==> config.mk <==
export PLATFORM = sky130hd
export DESIGN_NAME = adjacency_matrix_graph_store_core_flat
export DESIGN_NICKNAME = d
export VERILOG_FILES = /design/src/rtl/amgs_pkg.sv /design/src/rtl/amgs_if.sv /design/src/rtl/amgs_ram.sv /design/src/rtl/amgs_id_table.sv /design/src/rtl/adjacency_matrix_graph_store_core.sv /design/src/flat_wrapper.sv
export SDC_FILE = /design/constraint.sdc
export NUM_CORES = 2
export LEC_CHECK = 0
export BUFFER_PORTS_ARGS = -buffer_cell sky130_fd_sc_hd__buf_2
export CORE_MARGIN = 3
export CORE_UTILIZATION = 49
export DETAILED_ROUTE_END_ITERATION = 7
export GPL_TIMING_DRIVEN = 0
export SYNTH_ARGS = -nofsm -noshare
export SYNTH_HDL_FRONTEND = slang
export SYNTH_HIERARCHICAL = 1
export SYNTH_SLANG_ARGS = --single-unit
==> constraint.sdc <==
create_clock -name i_clk -period 5.5 [get_ports i_clk]
set_clock_uncertainty 0.1 [all_clocks]
set_input_delay 1.375 -clock i_clk [delete_from_list [all_inputs] [get_ports i_clk]]
set_output_delay 1.375 -clock i_clk [all_outputs]
set_load 0.005 [all_outputs]
==> src/rtl/amgs_pkg.sv <==
// Shared constants, types and helper functions of the adjacency matrix graph store.
package amgs_pkg;

    localparam int MAX_V  = 32;
    localparam int ID_W   = 31;
    localparam int CMD_W  = 2;
    localparam int IDX_W  = $clog2(MAX_V);
    localparam int CNT_W  = $clog2(MAX_V + 1);
    localparam int EC_W   = $clog2(MAX_V * (MAX_V - 1) / 2 + 1);
    localparam int VT_W   = 6;
    localparam int ET_W   = 9;

    localparam logic [CMD_W-1:0] CMD_ADD_V = 2'd0;
    localparam logic [CMD_W-1:0] CMD_ADD_E = 2'd1;
    localparam logic [CMD_W-1:0] CMD_DEL_E = 2'd2;
    localparam logic [CMD_W-1:0] CMD_CHECK = 2'd3;

    typedef struct packed {
        logic [MAX_V-1:0] hit_a;
        logic [MAX_V-1:0] hit_b;
    } t_lookup;

    function automatic logic [IDX_W-1:0] onehot_to_idx(logic [MAX_V-1:0] v);
        logic [IDX_W-1:0] idx;
        idx = '0;
        for (int i = 0; i < MAX_V; i++) begin
            if (v[i]) begin
                idx = idx | IDX_W'(i);
            end
        end
        return idx;
    endfunction

    function automatic logic [VT_W-1:0] to_vt(logic [CNT_W-1:0] v);
        return VT_W'(v);
    endfunction

    function automatic logic [ET_W-1:0] to_et(logic [EC_W-1:0] v);
        return ET_W'(v);
    endfunction

endpackage

==> src/rtl/amgs_if.sv <==
// Command and response channel interfaces of the graph store.
interface amgs_cmd_if;
    logic                         valid;
    logic                         ready;
    logic [amgs_pkg::CMD_W-1:0]   cmd;
    logic [amgs_pkg::ID_W-1:0]    id_a;
    logic [amgs_pkg::ID_W-1:0]    id_b;

    modport source (output valid, output cmd, output id_a, output id_b, input ready);
    modport sink   (input valid, input cmd, input id_a, input id_b, output ready);
endinterface

interface amgs_rsp_if;
    logic                         valid;
    logic                         ready;
    logic                         ok;
    logic [amgs_pkg::VT_W-1:0]    vertex_total;
    logic [amgs_pkg::ET_W-1:0]    edge_total;

    modport source (output valid, output ok, output vertex_total, output edge_total,
                    input ready);
    modport sink   (input valid, input ok, input vertex_total, input edge_total,
                    output ready);
endinterface

==> src/rtl/amgs_ram.sv <==
// Generic single-write, single-read RAM with registered read data.
module amgs_ram #(
    parameter int WIDTH = 32,
    parameter int DEPTH = 32
) (
    input  logic                     i_clk,
    input  logic                     i_we,
    input  logic [$clog2(DEPTH)-1:0] i_waddr,
    input  logic [WIDTH-1:0]         i_wdata,
    input  logic [$clog2(DEPTH)-1:0] i_raddr,
    output logic [WIDTH-1:0]         o_rdata
);

    logic [WIDTH-1:0] r_mem [DEPTH];
    logic [WIDTH-1:0] r_rdata;

    always_ff @(posedge i_clk) begin
        if (i_we) begin
            r_mem[i_waddr] <= i_wdata;
        end
        r_rdata <= r_mem[i_raddr];
    end

    assign o_rdata = r_rdata;

endmodule

==> src/rtl/amgs_id_table.sv <==
// Vertex id registers with parallel lookup of two keys.
module amgs_id_table (
    input  logic                        i_clk,
    input  logic                        i_we,
    input  logic [amgs_pkg::IDX_W-1:0]  i_widx,
    input  logic [amgs_pkg::ID_W-1:0]   i_wid,
    input  logic [amgs_pkg::CNT_W-1:0]  i_used,
    input  logic [amgs_pkg::ID_W-1:0]   i_key_a,
    input  logic [amgs_pkg::ID_W-1:0]   i_key_b,
    output amgs_pkg::t_lookup           o_lookup
);

    logic [amgs_pkg::ID_W-1:0] r_ids [amgs_pkg::MAX_V];

    always_ff @(posedge i_clk) begin
        if (i_we) begin
            r_ids[i_widx] <= i_wid;
        end
    end

    always_comb begin
        for (int i = 0; i < amgs_pkg::MAX_V; i++) begin
            o_lookup.hit_a[i] = (i < int'(i_used)) && (i_key_a != '0) && (r_ids[i] == i_key_a);
            o_lookup.hit_b[i] = (i < int'(i_used)) && (i_key_b != '0) && (r_ids[i] == i_key_b);
        end
    end

endmodule

==> src/rtl/adjacency_matrix_graph_store_core.sv <==
// Top level of the adjacency matrix graph store: command sequencer and row memory.
//
// Usage: commands arrive on i_cmd (cmd, id_a, id_b) and each produces exactly one
// response on o_rsp (ok, vertex_total, edge_total), both valid/ready channels.
// Commands: add vertex, add edge, delete edge, check vertex.
// Vertex ids sit in registers and are matched against both ids in parallel when a
// command is taken; adjacency rows sit in one memory with one read and one write port.
// Vertex commands and failed edge commands finish in the execute state, a delete of
// an absent edge finishes after the first row is read, and an edge update reads and
// rewrites the two affected rows in turn through the read and the write port.
// One command is in flight at a time, so no new command is taken until the current
// one has finished and its response has been or is being accepted.
// Reset clears both counts; the id registers and the row memory are not cleared,
// since a row is zeroed when its vertex is added and only stored ids are matched.
// When the receiver stalls, the response is held in the output register and no new
// command is taken until it is accepted (a command is taken in the cycle it drains).
module adjacency_matrix_graph_store_core (
    input  logic          i_clk,
    input  logic          i_rst_n,
    amgs_cmd_if.sink      i_cmd,
    amgs_rsp_if.source    o_rsp
);

    localparam logic [1:0] S_IDLE = 2'd0;
    localparam logic [1:0] S_EXEC = 2'd1;
    localparam logic [1:0] S_RDA  = 2'd2;
    localparam logic [1:0] S_RDB  = 2'd3;

    logic [1:0]                      r_state, n_state;
    logic [amgs_pkg::CMD_W-1:0]      r_cmd, n_cmd;
    logic [amgs_pkg::ID_W-1:0]       r_id_a, n_id_a;
    logic                            r_a_nz, n_a_nz;
    amgs_pkg::t_lookup               r_hit, n_hit;
    logic [amgs_pkg::IDX_W-1:0]      r_pa, n_pa;
    logic [amgs_pkg::IDX_W-1:0]      r_pb, n_pb;
    logic                            r_bit, n_bit;
    logic [amgs_pkg::CNT_W-1:0]      r_used, n_used;
    logic [amgs_pkg::EC_W-1:0]       r_edges, n_edges;
    logic                            r_ov, n_ov;
    logic                            r_ok, n_ok;
    logic [amgs_pkg::VT_W-1:0]       r_vt, n_vt;
    logic [amgs_pkg::ET_W-1:0]       r_et, n_et;

    amgs_pkg::t_lookup               lookup;
    logic                            in_acc;
    logic                            finish;
    logic                            fin_ok;
    logic                            tab_we;
    logic                            ram_we;
    logic [amgs_pkg::IDX_W-1:0]      ram_waddr;
    logic [amgs_pkg::MAX_V-1:0]      ram_wdata;
    logic [amgs_pkg::IDX_W-1:0]      ram_raddr;
    logic [amgs_pkg::MAX_V-1:0]      ram_rdata;
    logic                            is_add;
    logic                            cur_bit;

    amgs_id_table u_ids (
        .i_clk    (i_clk),
        .i_we     (tab_we),
        .i_widx   (r_used[amgs_pkg::IDX_W-1:0]),
        .i_wid    (r_id_a),
        .i_used   (r_used),
        .i_key_a  (i_cmd.id_a),
        .i_key_b  (i_cmd.id_b),
        .o_lookup (lookup)
    );

    amgs_ram #(
        .WIDTH (amgs_pkg::MAX_V),
        .DEPTH (amgs_pkg::MAX_V)
    ) u_rows (
        .i_clk   (i_clk),
        .i_we    (ram_we),
        .i_waddr (ram_waddr),
        .i_wdata (ram_wdata),
        .i_raddr (ram_raddr),
        .o_rdata (ram_rdata)
    );

    assign i_cmd.ready        = (r_state == S_IDLE) && (!r_ov || o_rsp.ready);
    assign in_acc             = i_cmd.valid && i_cmd.ready;
    assign o_rsp.valid        = r_ov;
    assign o_rsp.ok           = r_ok;
    assign o_rsp.vertex_total = r_vt;
    assign o_rsp.edge_total   = r_et;

    assign is_add  = (r_cmd == amgs_pkg::CMD_ADD_E);
    assign cur_bit = |(ram_rdata & r_hit.hit_b);

    always_comb begin
        n_state   = r_state;
        n_cmd     = r_cmd;
        n_id_a    = r_id_a;
        n_a_nz    = r_a_nz;
        n_hit     = r_hit;
        n_pa      = r_pa;
        n_pb      = r_pb;
        n_bit     = r_bit;
        n_used    = r_used;
        n_edges   = r_edges;
        finish    = 1'b0;
        fin_ok    = 1'b0;
        tab_we    = 1'b0;
        ram_we    = 1'b0;
        ram_waddr = r_pa;
        ram_wdata = '0;
        ram_raddr = r_pa;

        unique case (r_state)
            S_IDLE: begin
                if (in_acc) begin
                    n_cmd   = i_cmd.cmd;
                    n_id_a  = i_cmd.id_a;
                    n_a_nz  = (i_cmd.id_a != '0);
                    n_hit   = lookup;
                    n_state = S_EXEC;
                end
            end
            S_EXEC: begin
                n_pa      = amgs_pkg::onehot_to_idx(r_hit.hit_a);
                n_pb      = amgs_pkg::onehot_to_idx(r_hit.hit_b);
                ram_raddr = n_pa;
                unique case (r_cmd) inside
                    amgs_pkg::CMD_ADD_V: begin
                        finish  = 1'b1;
                        n_state = S_IDLE;
                        if (r_a_nz && !(|r_hit.hit_a)
                            && (r_used < amgs_pkg::CNT_W'(amgs_pkg::MAX_V))) begin
                            tab_we    = 1'b1;
                            ram_we    = 1'b1;
                            ram_waddr = r_used[amgs_pkg::IDX_W-1:0];
                            ram_wdata = '0;
                            n_used    = r_used + 1'b1;
                            fin_ok    = 1'b1;
                        end
                    end
                    amgs_pkg::CMD_CHECK: begin
                        finish  = 1'b1;
                        fin_ok  = |r_hit.hit_a;
                        n_state = S_IDLE;
                    end
                    amgs_pkg::CMD_ADD_E, amgs_pkg::CMD_DEL_E: begin
                        if ((|r_hit.hit_a) && (|r_hit.hit_b)
                            && (r_hit.hit_a != r_hit.hit_b)) begin
                            n_state = S_RDA;
                        end else begin
                            finish  = 1'b1;
                            n_state = S_IDLE;
                        end
                    end
                    default: begin
                        finish  = 1'b1;
                        n_state = S_IDLE;
                    end
                endcase
            end
            S_RDA: begin
                if (!is_add && !cur_bit) begin
                    finish  = 1'b1;
                    n_state = S_IDLE;
                end else begin
                    ram_we    = 1'b1;
                    ram_waddr = r_pa;
                    ram_wdata = is_add ? (ram_rdata | r_hit.hit_b)
                                       : (ram_rdata & ~r_hit.hit_b);
                    ram_raddr = r_pb;
                    n_bit     = cur_bit;
                    n_state   = S_RDB;
                end
            end
            S_RDB: begin
                ram_we    = 1'b1;
                ram_waddr = r_pb;
                ram_wdata = is_add ? (ram_rdata | r_hit.hit_a)
                                   : (ram_rdata & ~r_hit.hit_a);
                if (is_add) begin
                    if (!r_bit) begin
                        n_edges = r_edges + 1'b1;
                    end
                end else if (r_edges != '0) begin
                    n_edges = r_edges - 1'b1;
                end
                finish  = 1'b1;
                fin_ok  = 1'b1;
                n_state = S_IDLE;
            end
            default: begin
                n_state = S_IDLE;
            end
        endcase
    end

    always_comb begin
        n_ov = r_ov;
        n_ok = r_ok;
        n_vt = r_vt;
        n_et = r_et;
        if (finish) begin
            n_ov = 1'b1;
            n_ok = fin_ok;
            n_vt = amgs_pkg::to_vt(n_used);
            n_et = amgs_pkg::to_et(n_edges);
        end else if (o_rsp.ready) begin
            n_ov = 1'b0;
        end
    end

    always_ff @(posedge i_clk) begin
        if (!i_rst_n) begin
            r_state <= S_IDLE;
            r_used  <= '0;
            r_edges <= '0;
            r_ov    <= 1'b0;
        end else begin
            r_state <= n_state;
            r_used  <= n_used;
            r_edges <= n_edges;
            r_ov    <= n_ov;
        end
    end

    always_ff @(posedge i_clk) begin
        r_cmd  <= n_cmd;
        r_id_a <= n_id_a;
        r_a_nz <= n_a_nz;
        r_hit  <= n_hit;
        r_pa   <= n_pa;
        r_pb   <= n_pb;
        r_bit  <= n_bit;
        r_ok   <= n_ok;
        r_vt   <= n_vt;
        r_et   <= n_et;
    end

endmodule
==> src/flat_wrapper.sv <==
// flat-port wrapper written by rule: the top's interface ports become plain ports
module adjacency_matrix_graph_store_core_flat 
  (i_clk, i_rst_n, i_cmd_valid, i_cmd_cmd, i_cmd_id_a, i_cmd_id_b, i_cmd_ready, o_rsp_valid, o_rsp_ok, o_rsp_vertex_total, o_rsp_edge_total, o_rsp_ready);
  amgs_cmd_if i_cmd_i ();
  amgs_rsp_if o_rsp_i ();
  input  logic i_clk;
  input  logic i_rst_n;
  input wire logic [$bits(i_cmd_i.valid)-1:0] i_cmd_valid;
  input wire logic [$bits(i_cmd_i.cmd)-1:0] i_cmd_cmd;
  input wire logic [$bits(i_cmd_i.id_a)-1:0] i_cmd_id_a;
  input wire logic [$bits(i_cmd_i.id_b)-1:0] i_cmd_id_b;
  output wire logic [$bits(i_cmd_i.ready)-1:0] i_cmd_ready;
  output wire logic [$bits(o_rsp_i.valid)-1:0] o_rsp_valid;
  output wire logic [$bits(o_rsp_i.ok)-1:0] o_rsp_ok;
  output wire logic [$bits(o_rsp_i.vertex_total)-1:0] o_rsp_vertex_total;
  output wire logic [$bits(o_rsp_i.edge_total)-1:0] o_rsp_edge_total;
  input wire logic [$bits(o_rsp_i.ready)-1:0] o_rsp_ready;
  assign i_cmd_i.valid = i_cmd_valid;
  assign i_cmd_i.cmd = i_cmd_cmd;
  assign i_cmd_i.id_a = i_cmd_id_a;
  assign i_cmd_i.id_b = i_cmd_id_b;
  assign i_cmd_ready = i_cmd_i.ready;
  assign o_rsp_valid = o_rsp_i.valid;
  assign o_rsp_ok = o_rsp_i.ok;
  assign o_rsp_vertex_total = o_rsp_i.vertex_total;
  assign o_rsp_edge_total = o_rsp_i.edge_total;
  assign o_rsp_i.ready = o_rsp_ready;
  adjacency_matrix_graph_store_core u_core (.i_clk(i_clk), .i_rst_n(i_rst_n), .i_cmd(i_cmd_i), .o_rsp(o_rsp_i));
endmodule
==> impl_metrics.csv <==
group,metric,value,unit
outcome,status,"finished, violations left",
outcome,violations,"capacitance limit, slew limit, setup timing",
critical_path,cp_max_fo,10,
clock_tree,cts_buffer_depth,3,
place,dp_hpwl,305000,um
critical_path,worst_setup_path_start_kind,"flop",
clock_tree,clk_latency,910,ps
floorplanning,dieArea,212800,um2
clock_tree,clk_pin_slew,60,ps
yosys,synthArstFlopShare,0,
floorplanning,placementRows,166,
floorplanning,ios,86,
route,num_vias,68480,
timing,holdWs,510.1,ps
critical_path,setup.worst_path.class,"flop to flop",
yosys,synth.most_common_cell,"edfxtp_1",
hold_path,hold_path_class,"flop to flop",
yosys,yosysTopAreaCellShare,0.6330,
yosys,yosysWarnings,6,
yosys,ys_seq_area_frac,0.6429,
route,post-route-drc-count,0,
timing,hold_viol_final,0,
timing,worst_pin_slew,1844,ps
timing,slew_headroom,-0.2405,
global_routing,grt_pass1_wl,586000,um
place,placed_area,109900,um2
yosys,yosys-top-cells-area,"edfxtp_1, xor2_1, mux2i_1",
yosys,ys_ff_latch,2191,
final_layout,regArea,65290,um2
global_routing,grt_pass1_vias,64670,
route,wire_per_inst,43.85,um
flow_run,max-cap-violations,8,
timing,final.setup.tns,-4.241,ps
clock_tree,clock-root-buffer,"clkbuf_16",
place,port_buffers,54,
route,drtAntennaViolNets,0,
global_routing,overflow,0,
final_layout,n_fill_cell,16360,
clock_tree,cts_made_buffers,228,
timing,rsz0062_at_grt,"false",
timing,finalSetupViolCount,1,
critical_path,end_kind,"flop",
clock_tree,cts.sinks,2191,
final_layout,final_nets,7450,
clock_tree,cts_max_level,4,
power_and_ir_drop,leakagePower,41.96,nW
yosys,synth_cell_types,65,
final_layout,final_cell_area,117300,um2
place,finalWeightedCongestion,0.9897,
floorplanning,fp.dieH,461.3,um
route,via_per_inst,6.671,
final_layout,syn_to_final_growth,15.51,%
timing,fmax,181.7,MHz
clock_tree,cts_tree,"built",
yosys,synth_edf_count,2141,
critical_path,arrival,6080,ps
yosys,synth.largest_area_cell,"edfxtp_1",
timing,post-route-period-util,1.001,
yosys,avgSynthCellArea,14.66,um2
global_routing,grt_max_degree,70,
final_layout,finish.utilization,0.5711,
floorplanning,die_w,461.3,um
route,firstDrtPassIters,6,
yosys,netlist_area,101600,um2
power_and_ir_drop,power.total,54.72,mW
floorplanning,initial_core_util,0.4944,
yosys,synth_common_cells,"edfxtp_1, xor2_1, mux2i_1",
critical_path,worstPathRequired,6070,ps
timing,slew_viol_final,21,
yosys,synth-main-ff-cell,"edfxtp_1",
global_routing,antenna_found_initial,35,
timing,fin_ws,-4.241,ps
final_layout,multi_input_area,34340,um2
final_layout,drive_gt1_frac,0.1352,
floorplanning,coreArea,205400,um2
power_and_ir_drop,powerDensity,466.4,nW/um2
route,drtIter0Drc,11930,
power_and_ir_drop,ir_worst_vdd,0.4512,mV
global_routing,grtUsageTotal,0.4171,
yosys,synth_fp_nets,7004,
yosys,synthCells,6926,
route,drt-total-wl,450100,um
clock_tree,hold_buffers,0,
timing,finalCriticalPeriod,5504,ps
stage by stage:
| stage | std cells | setup WS, ps |
|---|---|---|
| after floorplan | 6926 | 994.8 |
| final | 10270 | -4.241 |
| after detailed placement | 9828 | -48.40 |
| after global routing | 10260 | 9.181 |
| after CTS | 10260 | 96.84 |
| after global placement | 9668 | -1586 |
critical path, cell delays in order (launching register included):
cell and delay [ps]:
edfxtp_1 470, inv_1 120, ha_1 320, buf_2 270, clkinv_1 420, nand3_1 280
mux2i_1 100, o21ai_0 540, or2_2 230, clkbuf_1 500, clkbuf_1 540, nor3_1 230
a31oi_1 820, nand3_1 340
cell usage in the layout (no fill, tap or decap), types with 7 or more instances in the layout:
cell       Yosys  layout
buf_4         92      94
nor2_1       130      66
a21oi_1      138     138
clkbuf_16      0     230
ha_1          10      10
clkinv_16      0       7
nand4_1      144     144
mux2i_1      548     548
clkbuf_1      52     104
o21ai_2        0      14
nand2_1      167     167
clkinv_1       1      55
nand2b_1      10      10
and2_1        23      23
buf_1         11      11
nor2_4         0      64
nand3b_1      12      12
clkbuf_8       0       9
bufinv_16      0      14
o21ai_0       40       8
buf_12         0      18
dfxtp_1       50      50
clkinv_2       0      50
buf_6         78      78
buf_2        172     226
a22o_1        71      71
buf_16         0     118
nand3_1      141     141
nor4_1       545     537
edfxtp_1    2141    2141
buf_8          0      23
inv_1         11      11
o21ai_4        0      18
a31oi_1       36      35
xnor2_1      125     125
or4_1         10      10
nor4_2         6      14
a22oi_1      107     107
nor3_1        80      80
xor2_1      1898    1898
timing repair:
action                     4_1_cts  5_1_grt
buffers inserted                 0        0
setup endpoints to repair        1        0
gates resized for setup          1        0
registers in the layout, summed over array words and instances (netlist names):
name                       cells
u_core/u_rows/o_rdata         32
u_core/r_pb                    5
u_core/r_state                 2
u_core/r_a_nz                  1
u_core/r_id_a                 31
u_core/r_edges                 9
u_core/u_rows/r_mem         1024
u_core/r_pa                    5
u_core/o_rsp.edge_total        9
u_core/o_rsp.vertex_total      6
u_core/r_bit                   1
u_core/r_used                  6
u_core/u_ids/r_ids           992
u_core/o_rsp.valid             1
u_core/r_cmd                   2
u_core/o_rsp.ok                1
u_core/r_hit                  64
cells by family (layout without fill, tap and decap cells):
logic type,Yosys count,in the layout,share of synthesized area
DFF,2191,2191,0.6429
xor gates and xnor gates,2025,2025,0.1748
and+or+nand+nor,1302,1302,0.07160
muxes,549,549,0.05412
AOI/OAI and AO/OA,430,430,0.02852
buffers and inverters,419,1065,0.02684
adders and majority gates,10,10,0.001232
other,0,6,0
path summary, 6_finish.rpt:
kind	end	slack, ps	cells after the start	start
worst max-delay path	u_core/u_rows/o_rdata[19]	-4	13	u_core/r_cmd[1]
worst min-delay path	u_core/u_rows/o_rdata[16]	510	4	u_core/u_rows/r_mem[27][16]
worst max register to register	u_core/u_rows/o_rdata[19]	-4	13	u_core/r_cmd[1]
worst min register to register	u_core/u_rows/o_rdata[16]	510	4	u_core/u_rows/r_mem[27][16]
layout make-up:
| type | count | share of cell area |
|---|---|---|
| sequential | 2191 | 0.5566 |
| multi-input combinational | 4316 | 0.2927 |
| clock buffer | 293 | 0.05184 |
| timing repair buffer | 216 | 0.03620 |
| tap | 2688 | 0.02867 |
| buffer | 407 | 0.02288 |
| clock inverter | 137 | 0.01062 |
| inverter | 12 | 0.0003840 |
| antenna | 6 | 0.0001280 |
routing by layer:
layer | up-vias | part of all wire | routed length (um) | track usage
met5 | - | 0.000029 | 13 | 0
met4 | 2 | 0.097 | 43880 | 0.3148
met3 | 1652 | 0.13 | 57880 | 0.1318
met2 | 5463 | 0.43 | 192900 | 0.6176
met1 | 34590 | 0.35 | 155400 | 0.5105
li1 | 26780 | - | - | -
report_power, final:
part | internal (mW) | total, mW | leakage (nW) | switching, mW
Combinational | 6.11 | 18.4 | 18.5 | 12.3
Clock | 8.49 | 15.4 | 3.58 | 6.87
Sequential | 19.9 | 21.0 | 19.9 | 1.02
No activity file was read; power rests on OpenSTA's default activity.
